**src/kntas_pkg.sv**
```systemverilog
// Shared types and constants for the two-anchor nearest point selector.
`timescale 1ns / 1ps
`default_nettype none
package kntas_pkg;
    localparam int COORD_BITS = 16;
    localparam int MAX_KEEP = 16;
    localparam int DIST_BITS = COORD_BITS + 1;
    localparam int SUM_BITS = COORD_BITS + 2;
    localparam int IDX_BITS = $clog2(MAX_KEEP);
    localparam int FILL_BITS = $clog2(MAX_KEEP + 1);
    localparam int CNT_BITS = 5;
    localparam int SQ_BITS = 2 * (COORD_BITS + 1) + 2;
    localparam int ROOT_BITS = SQ_BITS / 2;
    localparam int RANK_BITS = 4;
    localparam int CFG_IDX_BITS = 3;

    typedef logic signed [COORD_BITS-1:0] coord_t;
    typedef logic [DIST_BITS-1:0] dist_t;
    typedef logic [SUM_BITS-1:0] sum_t;

    typedef enum logic [CFG_IDX_BITS-1:0] {
        CFG_START_X = 3'd0,
        CFG_START_Y = 3'd1,
        CFG_START_Z = 3'd2,
        CFG_END_X = 3'd3,
        CFG_END_Y = 3'd4,
        CFG_END_Z = 3'd5,
        CFG_SELECT = 3'd6,
        CFG_SPARE = 3'd7
    } cfg_idx_t;

    // Classified item handed from the distance front to the store back.
    typedef struct packed {
        coord_t x;
        coord_t y;
        coord_t z;
        dist_t ds;
        dist_t de;
        logic last;
    } item_t;

    typedef enum logic [1:0] {
        ST_IDLE = 2'd0,
        ST_SQ = 2'd1,
        ST_ROOT = 2'd2,
        ST_DONE = 2'd3
    } front_state_t;

    typedef enum logic [1:0] {
        BK_IDLE = 2'd0,
        BK_INSERT = 2'd1,
        BK_EMIT = 2'd2
    } back_state_t;
endpackage
`default_nettype wire

```
**src/kntas_front.sv**
```systemverilog
// Front end: squared distances and bit-serial integer roots for one point.
`timescale 1ns / 1ps
`default_nettype none
module kntas_front (
    input  wire logic clk,
    input  wire logic rst_n,
    input  wire logic push,
    output logic full,
    input  wire kntas_pkg::coord_t point_x,
    input  wire kntas_pkg::coord_t point_y,
    input  wire kntas_pkg::coord_t point_z,
    input  wire logic last_point,
    input  wire kntas_pkg::coord_t start_x,
    input  wire kntas_pkg::coord_t start_y,
    input  wire kntas_pkg::coord_t start_z,
    input  wire kntas_pkg::coord_t end_x,
    input  wire kntas_pkg::coord_t end_y,
    input  wire kntas_pkg::coord_t end_z,
    output logic item_valid,
    input  wire logic item_ready,
    output kntas_pkg::item_t item
);
    import kntas_pkg::*;

    localparam int STEP_BITS = $clog2(ROOT_BITS + 1);
    localparam int AXIS_BITS = 2;
    localparam int DIFF_BITS = COORD_BITS + 1;
    localparam int PROD_BITS = 2 * DIFF_BITS;

    front_state_t state_reg, state_next;
    coord_t px_reg, py_reg, pz_reg;
    logic last_reg;
    logic [AXIS_BITS-1:0] axis_reg;
    logic [SQ_BITS-1:0] sqs_reg, sqe_reg;
    logic [SQ_BITS-1:0] rems_reg, reme_reg;
    logic [ROOT_BITS-1:0] roots_reg, roote_reg;
    logic [STEP_BITS-1:0] step_reg;

    logic signed [DIFF_BITS-1:0] dfs, dfe;
    logic [PROD_BITS-1:0] prs, pre;
    coord_t pa, sa, ea;
    logic [SQ_BITS-1:0] rs_sh, re_sh;
    logic [ROOT_BITS+1:0] trys, trye;

    // Pick one axis per cycle, one multiplier per anchor.
    always_comb
    begin
        case (axis_reg)
            2'd0:
            begin
                pa = px_reg; sa = start_x; ea = end_x;
            end
            2'd1:
            begin
                pa = py_reg; sa = start_y; ea = end_y;
            end
            default:
            begin
                pa = pz_reg; sa = start_z; ea = end_z;
            end
        endcase
        dfs = DIFF_BITS'(pa) - DIFF_BITS'(sa);
        dfe = DIFF_BITS'(pa) - DIFF_BITS'(ea);
        prs = PROD_BITS'(dfs) * PROD_BITS'(dfs);
        pre = PROD_BITS'(dfe) * PROD_BITS'(dfe);
    end

    // One restoring root step: two radicand bits per cycle.
    always_comb
    begin
        rs_sh = {rems_reg[SQ_BITS-3:0], sqs_reg[SQ_BITS-1:SQ_BITS-2]};
        re_sh = {reme_reg[SQ_BITS-3:0], sqe_reg[SQ_BITS-1:SQ_BITS-2]};
        trys = {roots_reg, 2'b01};
        trye = {roote_reg, 2'b01};
    end

    always_comb
    begin
        state_next = state_reg;
        unique case (state_reg)
            ST_IDLE: if (push) state_next = ST_SQ;
            ST_SQ: if (axis_reg == 2'd2) state_next = ST_ROOT;
            ST_ROOT: if (step_reg == STEP_BITS'(ROOT_BITS - 1)) state_next = ST_DONE;
            ST_DONE: if (item_ready) state_next = ST_IDLE;
            default: state_next = ST_IDLE;
        endcase
    end

    always_comb
    begin
        full = (state_reg != ST_IDLE);
        item_valid = (state_reg == ST_DONE);
        item.x = px_reg;
        item.y = py_reg;
        item.z = pz_reg;
        item.ds = roots_reg[DIST_BITS-1:0];
        item.de = roote_reg[DIST_BITS-1:0];
        item.last = last_reg;
    end

    always_ff @(posedge clk or negedge rst_n)
    begin
        if (!rst_n)
            state_reg <= ST_IDLE;
        else
            state_reg <= state_next;
    end

    // Datapath: capture, accumulate squares, then iterate roots.
    always_ff @(posedge clk)
    begin
        case (state_reg)
            ST_IDLE:
            begin
                px_reg <= point_x;
                py_reg <= point_y;
                pz_reg <= point_z;
                last_reg <= last_point;
                axis_reg <= '0;
                sqs_reg <= '0;
                sqe_reg <= '0;
            end
            ST_SQ:
            begin
                sqs_reg <= sqs_reg + SQ_BITS'(prs);
                sqe_reg <= sqe_reg + SQ_BITS'(pre);
                axis_reg <= axis_reg + 2'd1;
                rems_reg <= '0;
                reme_reg <= '0;
                roots_reg <= '0;
                roote_reg <= '0;
                step_reg <= '0;
            end
            ST_ROOT:
            begin
                sqs_reg <= sqs_reg << 2;
                sqe_reg <= sqe_reg << 2;
                step_reg <= step_reg + 1'b1;
                if (rs_sh >= SQ_BITS'(trys))
                begin
                    rems_reg <= rs_sh - SQ_BITS'(trys);
                    roots_reg <= {roots_reg[ROOT_BITS-2:0], 1'b1};
                end
                else
                begin
                    rems_reg <= rs_sh;
                    roots_reg <= {roots_reg[ROOT_BITS-2:0], 1'b0};
                end
                if (re_sh >= SQ_BITS'(trye))
                begin
                    reme_reg <= re_sh - SQ_BITS'(trye);
                    roote_reg <= {roote_reg[ROOT_BITS-2:0], 1'b1};
                end
                else
                begin
                    reme_reg <= re_sh;
                    roote_reg <= {roote_reg[ROOT_BITS-2:0], 1'b0};
                end
            end
            default: ;
        endcase
    end

    a_done_after_root: assert property (@(posedge clk) disable iff (!rst_n)
        (state_reg == ST_ROOT && step_reg == STEP_BITS'(ROOT_BITS - 1)) |=>
        state_reg == ST_DONE)
        else $error("root did not finish");
    a_hold_done: assert property (@(posedge clk) disable iff (!rst_n)
        (state_reg == ST_DONE && !item_ready) |=> state_reg == ST_DONE && $stable(item))
        else $error("item changed while stalled");
    a_full_busy: assert property (@(posedge clk) disable iff (!rst_n)
        (state_reg == ST_IDLE && push) |=> full)
        else $error("accepted without going busy");
endmodule
`default_nettype wire

```
**config.mk**
```make
export PLATFORM = sky130hd
export DESIGN_NAME = kntas_front
export DESIGN_NICKNAME = d
export VERILOG_FILES = /design/src/kntas_pkg.sv /design/src/kntas_front.sv
export SDC_FILE = /design/constraint.sdc
export NUM_CORES = 2
export LEC_CHECK = 0
export ABC_AREA = 1
export BUFFER_PORTS_ARGS = -buffer_cell sky130_fd_sc_hd__buf_2
export CORE_MARGIN = 8
export CORE_UTILIZATION = 34
export CTS_CLUSTER_SIZE = 30
export DETAILED_ROUTE_END_ITERATION = 10
export PLACE_DENSITY = 0.6
export SKIP_LAST_GASP = 1
export SLEW_MARGIN = 20
export SYNTH_ARGS = -nofsm -noshare
export SYNTH_HDL_FRONTEND = slang
export SYNTH_SLANG_ARGS = --single-unit
```
**constraint.sdc**
```tcl
create_clock -name clk -period 20.5 [get_ports clk]
set_input_delay 3.075 -clock clk [delete_from_list [all_inputs] [get_ports clk]]
set_output_delay 3.075 -clock clk [all_outputs]
set_load 0.01 [all_outputs]
```
==> results summary <==
The path type of the worst min-delay path is reg -> reg. Among all flip-flop cells after synthesis, the most frequent one is edfxtp_1. The number of maximum-capacitance constraint violations is 0.

Based on the critical path, the design can be clocked at up to 80.3 MHz. The critical path endpoint category is a register. The clock buffer count from CTS came out at 31. The sum of overflow across all layers after global routing is 0.

For this run, asynchronously set or reset flops after synthesis account for less than 1%. Setup repair after global routing left no endpoint under its margin. By startpoint and endpoint, the worst setup path is classified as in -> reg. The maximum number of buffers from clock root to sink is 3.

In this run the cell area measured after placement is around 42000 µm². By area the synthesized netlist is led by fa_1 27%, edfxtp_1 17%, ha_1 10%. After synthesis, flip-flops and latches occupy 17.6% of the total area. The count of nets left with antenna violations after detail routing is 0. The vias per cell is 4.97. The sum of negative setup slack is 0 ns.

The floorplan core area came out at roughly 120000 µm². At the worst endpoint, the arrival time is 12.81 ns. In this run the clock root is driven by a clkbuf_16.

The number of top-level design ports came out at 234. The number of global-route vias before repair came out at 33709. The largest net degree at the start of global routing is 99. The synthesized netlist devotes 3.34% of its cell area to XOR and XNOR gates. The mux contribution to synthesized area is 0%. The layout filler cell count is 12123. The cell total after placement came out at around 6700. The count of placed standard cells in the final layout, fillers left out is 6724. The clock sink count is 234. The HPWL reported at the end of detailed placement came out at 96.0 mm. The largest single stage delay on the critical path is 0.53 ns. The cell family contributing the most delay on the critical path is adder cells. The cell count after synthesis came out at 5016. The die extent in x is 358 µm. The TritonCTS clock tree is built.

After Yosys synthesis, and, or, nand and nor cells account for 18.5% of the synthesized area. The total routing usage reported by global routing is 17.6%. The post-layout minimum cycle time is 12.46 ns. The max-slew violation count is 0. The number of synthesized register bits came out at between 200 and 250.

Once the clock tree was built, the setup fixing pass inserted 0 buffers. The first routing iteration left 2289 violations. The summed instance area of the synthesized netlist came out at about 40000 µm². In this run the number of H-tree levels came out at 1. The pin slew with the least headroom to its limit came out at 1.11 ns. The count of port buffers added during placement came out at 233. The routability congestion estimate from global placement came out at 0.984. The synthesized-area fraction occupied by ao, oa, aoi and oai cells came out at 11.2%. After layout, the worst path uses 60.8% of the clock period. The tightest hold margin came out at 0.549 ns. The first-pass GRT wire length came out at 182 mm. The number of synthesized flops with an enable pin is 232. The floorplan step defined a die boundary enclosing roughly 130000 µm². The floorplan die height is 358 µm. The count of different cell masters after synthesis is 59. The adder-cell share of the synthesized area is 37.3%. The required time reported for the critical path endpoint is roughly 21 ns. The post-route cell area is 43500 µm². The cell with the most instances on the worst path is nand2_1. The worst slew slack as a fraction of its limit is 25.8%.

The combinational family with the most area after synthesis is adder cells. The number of antenna violations at the first check in global routing is 6. The final-stage net count came out at 6185. The number of nets produced by synthesis came out at 6027. Of the post-synthesis cell area, the dominant cell type holds 27.3%. For this design, the slowest cell found on the critical path is inv_1. Of all cell types, the one taking the most synthesized area is fa_1. STA classifies the critical path startpoint as an input port. The average cell area after synthesis is 7.94 µm².

Along the worst path, the maximum fanout reaches 13. The area added between synthesis and finish came out at 9.25%. The floorplan has 125 rows. The count of vias placed by the detailed router came out at 33423. The count of final hold-check violations came out at 0. The number of failing setup endpoints in the final timing report is 0. The total routed wirelength came out at about 120 mm. The worst-case clock skew is 0.0366 ns. The average detailed-routed wire length per instance is 17.1 µm. The clock reaches the later pin of the worst-skew pair after roughly 0.64 ns. The number of buffers and inverters on the critical path came out at 7.

The run finished with clean final reports. The first detailed-routing pass ran for 6 iterations. The Yosys step of the flow raised 0 warnings. The clock edge transition at the registers on the reported setup and hold paths came out at 0.07 ns.

The effective utilization at floorplan is 34.3%. The share of layout cells above drive strength 1 came out at between 7 and 8%. The number of hold buffers added after CTS was 0. In the routed design, unresolved DRC markers number 0. Gates resized during post-CTS repair numbered 0.
-- metal layers --
metal	wire length, µm	track usage [%]	vias to the layer above
met5	64	0	-
met4	3070	4.53	10
met3	7890	3.05	175
met2	55000	29.5	939
met1	49100	23.5	16217
li1	-	-	16082
-- worst register-to-register path: cells and delay by family, from the launching register on --
family          cells  cell delay [ns]
fa+ha+maj          11             4.82
simple gates       12             2.62
compound gates     10             2.06
buf+inv             9             1.46
flops               1             0.38
xor+xnor            1             0.18
-- path summary, 6_finish.rpt --
| path | startpoint | endpoint | slack [ns] | depth (start not counted) |
|---|---|---|---|---|
| min in group asynchronous | rst_n | state_reg[0] | 2.21 | 1 |
| min reg2reg | roote_reg[12] | roote_reg[13] | 0.55 | 2 |
| max | start_x[11] | sqs_reg[22] | 8.04 | 41 |
| max reg2reg | axis_reg[1] | sqs_reg[22] | 8.70 | 43 |
| min | roote_reg[12] | roote_reg[13] | 0.55 | 2 |
| max in group asynchronous | rst_n | state_reg[1] | 18.20 | 1 |
-- per-stage QoR --
step,worst slack (ns),utilization (%)
floorplan,9.53,-
global placement,7.58,36.5
detailed placement,7.60,36.5
CTS,8.26,37.4
global route,7.58,37.4
finish,8.04,37.4
-- Yosys cell counts, drive strengths merged (4+ instances only) --
library cell	instances
o21bai	22
nand4	41
o211ai	9
nand3	205
ha	320
nor2	491
nand3b	11
inv	1075
a21oi	403
xnor2	56
a31oi	26
o21a	4
clkbuf	67
a22o	25
or2	14
and2	4
xor2	84
nand2	930
nor4	17
a22oi	7
edfxtp	232
a21o	36
a211oi	4
and3	4
clkinv	7
nor3	42
fa	542
buf	67
o21ai	242
a21boi	14
-- kinds of logic after synthesis --
| group | count (synthesis) |
|---|---|
| buffers and inverters | 1216 |
| flip-flops | 234 |
| AO/OA/AOI/OAI | 802 |
| XOR/XNOR | 140 |
| AND/OR/NAND/NOR | 1762 |
| adder cells (fa/ha/maj) | 862 |
-- final cells by class --
type / instances / area (µm²) / area share, %
diodes: 1 / 2.50 / 0.00575
multi-input cells: 3566 / 28100 / 64.5
flip-flops and latches: 234 / 7020 / 16.1
clock inverters: 25 / 307 / 0.705
well taps: 1524 / 1910 / 4.38
clock buffers: 33 / 783 / 1.80
inverters: 1082 / 4070 / 9.35
repair buffers: 259 / 1360 / 3.13
-- cells in the final DEF, fill, tap and decap left out, drive strengths merged, types with 4 or more instances in the layout --
| cell type | count |
|---|---|
| fa | 542 |
| xnor2 | 56 |
| clkinvlp | 5 |
| a22o | 25 |
| a21boi | 14 |
| o21ai | 242 |
| nand2 | 930 |
| or2 | 14 |
| inv | 1078 |
| a211oi | 4 |
| nand4 | 41 |
| edfxtp | 232 |
| clkinv | 18 |
| nand3 | 205 |
| nand3b | 11 |
| xor2 | 84 |
| nor3 | 42 |
| buf | 259 |
| nor4 | 17 |
| and2 | 4 |
| bufinv | 6 |
| ha | 320 |
| a22oi | 7 |
| a31oi | 26 |
| a21o | 36 |
| o21a | 4 |
| a21oi | 403 |
| clkbuf | 33 |
| nor2 | 491 |
| o211ai | 9 |
| and3 | 4 |
| o21bai | 22 |
Power is not shown: default switching activity piles up to over one toggle a cycle in this logic, so the estimate is an artifact.
