$ cat src/kntas_pkg.sv
// Shared types and constants for the two-anchor nearest point selector.
`timescale 1ns / 1ps
`default_nettype none
package kntas_pkg;
    localparam int COORD_BITS = 16;
    localparam int MAX_KEEP = 16;
    localparam int DIST_BITS = COORD_BITS + 1;
    localparam int SUM_BITS = COORD_BITS + 2;
    localparam int IDX_BITS = $clog2(MAX_KEEP);
    localparam int FILL_BITS = $clog2(MAX_KEEP + 1);
    localparam int CNT_BITS = 5;
    localparam int SQ_BITS = 2 * (COORD_BITS + 1) + 2;
    localparam int ROOT_BITS = SQ_BITS / 2;
    localparam int RANK_BITS = 4;
    localparam int CFG_IDX_BITS = 3;

    typedef logic signed [COORD_BITS-1:0] coord_t;
    typedef logic [DIST_BITS-1:0] dist_t;
    typedef logic [SUM_BITS-1:0] sum_t;

    typedef enum logic [CFG_IDX_BITS-1:0] {
        CFG_START_X = 3'd0,
        CFG_START_Y = 3'd1,
        CFG_START_Z = 3'd2,
        CFG_END_X = 3'd3,
        CFG_END_Y = 3'd4,
        CFG_END_Z = 3'd5,
        CFG_SELECT = 3'd6,
        CFG_SPARE = 3'd7
    } cfg_idx_t;

    // Classified item handed from the distance front to the store back.
    typedef struct packed {
        coord_t x;
        coord_t y;
        coord_t z;
        dist_t ds;
        dist_t de;
        logic last;
    } item_t;

    typedef enum logic [1:0] {
        ST_IDLE = 2'd0,
        ST_SQ = 2'd1,
        ST_ROOT = 2'd2,
        ST_DONE = 2'd3
    } front_state_t;

    typedef enum logic [1:0] {
        BK_IDLE = 2'd0,
        BK_INSERT = 2'd1,
        BK_EMIT = 2'd2
    } back_state_t;
endpackage
`default_nettype wire

$ cat src/kntas_queue.sv
// Two-entry queue between front and back.
`timescale 1ns / 1ps
`default_nettype none
module kntas_queue (
    input  wire logic clk,
    input  wire logic rst_n,
    input  wire logic in_valid,
    output logic in_ready,
    input  wire kntas_pkg::item_t in_item,
    output logic out_valid,
    input  wire logic out_ready,
    output kntas_pkg::item_t out_item
);
    import kntas_pkg::*;

    item_t mem_reg [2];
    logic wp_reg, rp_reg;
    logic [1:0] cnt_reg;
    logic wr, rd;

    always_comb
    begin
        in_ready = (cnt_reg != 2'd2);
        out_valid = (cnt_reg != 2'd0);
        wr = in_valid && in_ready;
        rd = out_valid && out_ready;
        out_item = mem_reg[rp_reg];
    end

    always_ff @(posedge clk or negedge rst_n)
    begin
        if (!rst_n)
        begin
            wp_reg <= 1'b0;
            rp_reg <= 1'b0;
            cnt_reg <= '0;
        end
        else
        begin
            if (wr) wp_reg <= ~wp_reg;
            if (rd) rp_reg <= ~rp_reg;
            cnt_reg <= cnt_reg + {1'b0, wr} - {1'b0, rd};
        end
    end

    always_ff @(posedge clk)
    begin
        if (wr) mem_reg[wp_reg] <= in_item;
    end

    a_no_over: assert property (@(posedge clk) disable iff (!rst_n) cnt_reg != 2'd3)
        else $error("queue count overflow");
    a_ptr: assert property (@(posedge clk) disable iff (!rst_n)
        (cnt_reg == 2'd0 || cnt_reg == 2'd2) |-> wp_reg == rp_reg)
        else $error("queue pointers disagree with count");
    a_grow: assert property (@(posedge clk) disable iff (!rst_n)
        (wr && !rd) |=> cnt_reg == $past(cnt_reg) + 2'd1)
        else $error("queue count did not grow");
endmodule
`default_nettype wire

$ cat config.mk
export PLATFORM = sky130hd
export DESIGN_NAME = kntas_queue
export DESIGN_NICKNAME = d
export VERILOG_FILES = /design/src/kntas_pkg.sv /design/src/kntas_queue.sv
export SDC_FILE = /design/constraint.sdc
export NUM_CORES = 1
export LEC_CHECK = 0
export ABC_AREA = 1
export ABC_CLOCK_PERIOD_IN_PS = 4600
export BUFFER_PORTS_ARGS = -buffer_cell sky130_fd_sc_hd__clkbuf_2
export CORE_AREA = 3 3 120 122
export DETAILED_ROUTE_END_ITERATION = 10
export DIE_AREA = 0 0 123 125
export PLACE_DENSITY = 0.74
export SYNTH_ARGS = -nofsm -noshare
export SYNTH_HDL_FRONTEND = slang
export SYNTH_SLANG_ARGS = --single-unit
export TNS_END_PERCENT = 20
$ cat constraint.sdc
create_clock -name clk -period 4.6 [get_ports clk]
set_input_delay 0.46 -clock clk [delete_from_list [all_inputs] [get_ports clk]]
set_output_delay 0.46 -clock clk [all_outputs]
set_load 0.005 [all_outputs]
==> summary.txt, run 1 <==
Outcome
  • Status: completed

Synthesis
  • Synth Warn #: 0
  • Seq/Total Area, Yosys: roughly 82%
  • Cell variety after synth: 11
  • Synth top area cells: edfxtp_1 (80%), nand2_1 (16%), dfrtp_1 (1.6%)
  • Compound-Gate Fraction of Synth Area: 0%
  • Cells after synthesis: 465
  • Top-area cell type share of the netlist area: ~80%
  • Post-Synth Adder-Cell Area: 0.401%
  • Net Count, Synth: ~550
  • Synth Area in Simple Gates: 16.1%
  • Xor/xnor share of the synthesized area: 0%
  • Syn_area_per_cell: roughly 13 um2
  • Mux cell area share after synthesis: 0%
  • Largest family of logic cells by synthesized area: simple AND/OR/NAND/NOR gates
  • Flops & latches, synth: 170
  • Synthesized cell area: between 6000 and 7000 um2
  • Area leader, netlist: edfxtp_1

Die
  • Top Ports: 172
  • Core Area: ~13000 um2
  • Die height: between 100 and 150 um
  • Initial Utilization: 46.9%
  • Die X: 123 um
  • # rows: 42
  • DIE AREA: 15400 um2

STA
  • Fin Hold WS: 0.236 ns
  • RSZ-0062 raised after global routing: false
  • Fin crit share: 61.3%
  • Setup tns final: 0 ns
  • Fin crit period: between 2 and 3 ns
  • Final Worst Setup Slack: 1.78 ns
  • Fmax: 354 MHz
  • Max-slew violation count: 0
  • Worst slew pin tran: slightly above 1 ns
  • Final setup violation count: 0
  • Final Hold Vio Count: 0
  • Clock skew: between 0.005 and 0.006 ns
  • Worst slew margin: a little under a third

Setup path
  • Cell repeated most along the worst path: nand2_1
  • R2r worst-path depth: 5
  • Setup CP Type: flip-flop to output pin
  • Worst R2R End: mem_reg[0][77]
  • Worst path max stage delay: about 0.7 ns
  • Max FO, Critical Path: 55
  • Worst setup EP type: output pin
  • Worst reg2reg startpoint: cnt_reg[0]
  • Slowest-stage cell, CP: inv_2
  • CP Launch Type: flip-flop
  • Worst Path Required: 4.14 ns
  • Worst path cell trace: inv_2 -> buf_4 -> nand2_1 -> nand2_1 -> clkbuf_2
  • Arr. time, crit path: 2.36 ns
  • Flop2flop setup slack: about 2.2 ns

Drt
  • Initial DRC count: around 180
  • DRT Pass-1 Iters: 4
  • Drt wl/cell: approximately 15 um
  • Routed vias/inst: about 4.7
  • # DRC: 0
  • Via count: around 3900
  • Post-route ant nets: 0
  • Total Wirelength: ~13000 um

Cells and area
  • Antenna Cells: 0
  • Max FFs per register: between 150 and 200
  • Layout cell share with drive strength beyond 1: 31.4%
  • Most frequent cells in the layout: nand2_1 (262), clkbuf_2 (171), edfxtp_1 (166)
  • Design Area, Final: roughly 8000 um2
  • Layout fillers: 1058
  • Synth-to-layout area growth: 25.7%
  • Commonest non-fill, non-tap cell in the layout: nand2_1
  • Fin nets: approximately 730

Clocking
  • Longest Clk Path Bufs: 2
  • Clock root buffer: clkbuf_16
  • CTS buffer count: 17
  • H-tree depth: 4
  • Worst skew pair latency: slightly above 0.4 ns
  • Clk pin slew, worst setup/hold paths: roughly 0.06 ns
  • CTS tree: done
  • Sink Count: 170
  • Post-CTS setup buffers: 0

Placed design
  • Final Wtd Congestion: around 0.75
  • Placed cell area: ~7300 um2
  • PortBufs: between 150 and 200
  • Pre-CTS setup slack: 2.17 ns
  • Hpwl dp: roughly 8100 um

Worst hold path
  • Worst Hold Class: input port to flip-flop
  • Hold EP: mem_reg[0][45]
  • Hold Crit Depth: 1
  • Hold Crit Start: in_item[45]

Global route
  • Number of global-route vias before repair: between 4000 and 5000
  • Total track usage: 17.1%
  • First-pass GRT wire length: ~20000 um
  • Pin count of the biggest net entering global routing: 85
  • Remaining Overflow, GRT: 0
  • Antenna violations before repair: 0

Power
  • Worst vdd ir: 0.359 mV
  • Pwr Density: approximately 630 nW/um2
  • Pleak: ~3.4 nW

Run
  • Max cap viols: 0
-- logic make-up (layout without fill, tap and decap cells) --
family / Yosys count / in the layout
AND/OR/NAND/NOR: 266 / 266
flip-flops: 170 / 170
buffers and inverters: 27 / 215
adder cells (fa/ha/maj): 2 / 2
-- worst max-delay path by stage --
stage                     endpoint  depth (start not counted)  slack, ns        from
finish                out_item[81]                          5       1.78      rp_reg
global route          out_item[50]                          5       1.62      rp_reg
CTS                   out_item[81]                          5       1.74      rp_reg
detailed placement  mem_reg[0][77]                          4       2.17    in_valid
global placement    mem_reg[0][73]                          4       2.23    in_valid
floorplan            mem_reg[1][0]                          3       0.03  cnt_reg[1]
-- critical path: cells and delay by family, from the launching register on --
kind                   cells  cell delay (ns)
DFF                        1             0.41
buffers and inverters      3             1.31
and+or+nand+nor            2             0.20
-- cells in the mapped netlist --
cell      count
nand2_1     262
edfxtp_1    166
buf_2        15
inv_1         8
dfrtp_1       4
nand3_1       3
clkbuf_1      2
ha_1          2
buf_4         1
inv_2         1
nor2_1        1
-- power breakdown --
group          leakage, nW  total, mW  internal [mW]  switching, mW
registers             1.59       2.20           2.12         0.0817
clock network        0.265       1.33          0.787          0.545
logic                 1.58       1.44          0.492          0.947
total                 3.43       4.97           3.40           1.57
-- cell type report --
class                   count  area, um2  area share [%]
clock inverters            13        130            1.66
clock buffers              17        425            5.43
repair buffers            176        908            11.6
multi-input cells         268       1030            13.2
inverters                   9       35.0           0.447
well taps                 176        220            2.81
flip-flops and latches    170       5090            64.9
-- metal layers --
| metal | GRT usage [%] | vias up | part of all wire, % |
|---|---|---|---|
| li1 | - | 1912 | - |
| met1 | 20.3 | 1868 | 42 |
| met2 | 27.8 | 131 | 49 |
| met3 | 6.96 | 10 | 8.3 |
| met4 | 6.64 | 0 | 1.3 |
| met5 | 0 | - | 0 |
-- stage by stage --
step                      total power [mW]  util, %  std cells
after global routing                  5.29     59.0        829
after CTS                             5.04     59.0        829
final                                 4.97     59.0        829
after floorplan                       3.03        -        465
after detailed placement              3.70     54.7        798
after global placement                3.64     54.7        798
-- timing repair --
| item | 4_1_cts | 5_1_grt |
|---|---|---|
| endpoints found under the setup margin | 0 | 0 |
| endpoints found under the hold margin | 4 | 0 |
| resized for setup | 0 | 0 |
| hold buffers | 1 | 0 |
No activity file was read; power rests on OpenSTA's default activity.
==> run 2, diff against run 1 <==
--- a/config.mk
+++ b/config.mk
@@ -6,7 +6,7 @@
 export NUM_CORES = 1
 export LEC_CHECK = 0
 export ABC_AREA = 1
-export ABC_CLOCK_PERIOD_IN_PS = 4600
+export ABC_CLOCK_PERIOD_IN_PS = 2540
 export BUFFER_PORTS_ARGS = -buffer_cell sky130_fd_sc_hd__clkbuf_2
 export CORE_AREA = 3 3 120 122
 export DETAILED_ROUTE_END_ITERATION = 10
==> constraint.sdc (replaced) <==
create_clock -name clk -period 2.54 [get_ports clk]
set_input_delay 0.254 -clock clk [delete_from_list [all_inputs] [get_ports clk]]
set_output_delay 0.254 -clock clk [all_outputs]
set_load 0.005 [all_outputs]
==> summary.txt, run 2 (synthesis gave the netlist of run 1 again) <==
STA
  • Fmax: approximately 460 MHz
  • Fin Hold WS: 0.0247 ns (-0.211 ns)
  • Fin crit share: about 85%
  • Worst slew pin tran: 0.920 ns (-0.107 ns)
  • Worst slew margin: 38.6% (+7.2 points)
  • Final Hold Vio Count: 0 (unchanged)
  • Fin crit period: ~2.2 ns
  • Final Worst Setup Slack: 0.374 ns (-1.40 ns)
  • Clock skew: 0.00961 ns (+0.00444 ns)
  • Max-slew violation count: 0 (unchanged)
  • RSZ-0062 raised after global routing: false
  • Final setup violation count: 0 (unchanged)

Power
  • Reg power frac: 42.0% (-2.2 points)
  • Sw power: 2.85 mW (+81%)
  • Power Total: 9.46 mW (+90%)
  • Clock power frac: 30.0% (+3.2 points)
  • Pint: 6.61 mW (+95%)
  • Pwr Density: 1170 nW/um2 (+84%)
  • Worst vdd ir: 0.595 mV (+66%)
  • Combinational Power Share: 27.9% (-1.0 points)
  • Pleak: 3.54 nW (+3.2%)
  • Switching Share: 30.1% (-1.6 points)

Setup path
  • Worst path cell trace: buf_4 -> nand2_1 -> nand2_1 -> clkbuf_2
  • CP Launch Type: flip-flop
  • Max FO, Critical Path: 84 (+53%)
  • Arr. time, crit path: 1.91 ns (-0.45 ns)
  • Worst Path Required: 2.29 ns (-1.85 ns)
  • Worst path max stage delay: 0.67 ns (-0.05 ns)
  • Slowest-stage cell, CP: buf_4
  • Worst setup EP type: output pin
  • Setup CP Type: flip-flop to output pin
  • Cell repeated most along the worst path: nand2_1

Drt
  • Via count: 4074 (+3.9%)
  • Routed vias/inst: 4.83 (+2.1%)
  • DRT Pass-1 Iters: 5 (+1)
  • Total Wirelength: 12900 um (+2.0%)
  • Drt wl/cell: 15.3 um (+0.24%)
  • # DRC: 0 (unchanged)
  • Post-route ant nets: 0 (unchanged)
  • Initial DRC count: 190 (+5.0%)

Die
  • Die X: 123 um (unchanged)
  • DIE AREA: 15400 um2 (unchanged)
  • Initial Utilization: 46.9% (unchanged)
  • Die height: 125 um (unchanged)
  • Top Ports: 172 (unchanged)
  • Core Area: 13300 um2 (unchanged)
  • # rows: 42 (unchanged)

Cells and area
  • Layout fillers: 1068 (+0.95%)
  • Max FFs per register: 166 (unchanged)
  • Layout cell share with drive strength beyond 1: 31.1% (-0.26 points)
  • Fin nets: 744 (+1.8%)
  • Synth-to-layout area growth: 29.8%
  • Commonest non-fill, non-tap cell in the layout: nand2_1
  • Fin util: 60.9% (+1.9 points)
  • Most frequent cells in the layout: nand2_1 (262), clkbuf_2 (171), edfxtp_1 (166)
  • Antenna Cells: 0 (unchanged)

Placed design
  • Pre-CTS setup slack: 0.834 ns (-1.33 ns)
  • Final Wtd Congestion: 0.753 (about the same)
  • Hpwl dp: 8140 um (about the same)
  • PortBufs: 171 (unchanged)

Outcome
  • Status: completed

Global route
  • First-pass GRT wire length: 20300 um (+0.52%)
  • Total track usage: 17.5% (+0.40 points)
  • Antenna violations before repair: 0 (unchanged)
  • Number of global-route vias before repair: 4186 (+1.2%)
  • Remaining Overflow, GRT: 0 (unchanged)
  • Pin count of the biggest net entering global routing: 85 (unchanged)

Clocking
  • CTS tree: done
  • CTS buffer count: 17 (unchanged)
  • Clock root buffer: clkbuf_16
  • Longest Clk Path Bufs: 2 (unchanged)
  • # hold bufs at CTS: 10 (+9)
  • Clk pin slew, worst setup/hold paths: 0.06 ns (about the same)
  • Post_cts resized: 0 (unchanged)
  • H-tree depth: 4 (unchanged)
  • Sink Count: 170 (unchanged)
  • Post-CTS setup buffers: 0 (unchanged)
  • Worst skew pair latency: 0.42 ns (about the same)

Run
  • Max cap viols: 0 (unchanged)

Worst hold path
  • Worst Hold Class: input port to flip-flop
run 2: cell types whose count changed in the layout (fill, tap and decap cells not counted):
cell | before | now
clkinv_1 | 4 | 3
bufinv_16 | 2 | 6
clkbuf_1 | 0 | 2
buf_12 | 1 | 3
clkinv_2 | 2 | 1
clkinv_4 | 3 | 2
inv_6 | 1 | 0
dlygate4sd3_1 | 1 | 12
run 2: through the flow:
stage,setup TNS (ns),instance area [um2],std cells
global placement,0,7310,800
floorplan,-8.04,6240,465
CTS,0,8070,842
finish,0,8090,844
detailed placement,0,7310,800
global route,0,8090,844
run 2: path summary, 6_finish.rpt:
path,startpoint,endpoint,slack (ns),cells past startpoint
worst max-delay path,rp_reg,out_item[29],0.37,4
worst min-delay path,in_item[36],mem_reg[0][36],0.02,1
worst max register to register,cnt_reg[0],mem_reg[1][42],0.96,5
worst min register to register,wp_reg,wp_reg,0.49,2
max in group asynchronous,rst_n,rp_reg,2.21,2
min in group asynchronous,rst_n,cnt_reg[1],0.18,2
run 2: power groups by stage:
stage          sequential (mW)  clock, mW  combinational, mW
5_1_grt                   4.03       3.02               3.01
4_1_cts                   3.98       2.90               2.70
3_3_place_gp              4.01          0               2.64
3_5_place_dp              4.04          0               2.68
2_1_floorplan             4.02          0               1.43
6_report                  3.98       2.84               2.64
run 2: area by class of cell:
type                    count  area (um2)  share of cell area [%]
flip-flops and latches    170        5090                    62.9
well taps                 176         220                    2.72
clock inverters            13         224                    2.77
multi-input cells         268        1030                    12.8
repair buffers            189        1060                    13.1
clock buffers              19         433                    5.35
inverters                   9        35.0                   0.433
run 2: worst max-delay path, delay by kind of cell, from the launching register on:
kind	cells	cell delay [ns]
DFF	1	0.36
buffers and inverters	2	0.78
and+or+nand+nor	2	0.25
run 2: metal layers:
metal  global-route usage, %  routed length, um  vias to the layer above
met1                    20.2               5230                     1949
li1                        -                  -                     1950
met5                       0                  0                        -
met4                    7.43                161                        0
met2                    29.4               6440                      160
met3                    6.19               1100                       15
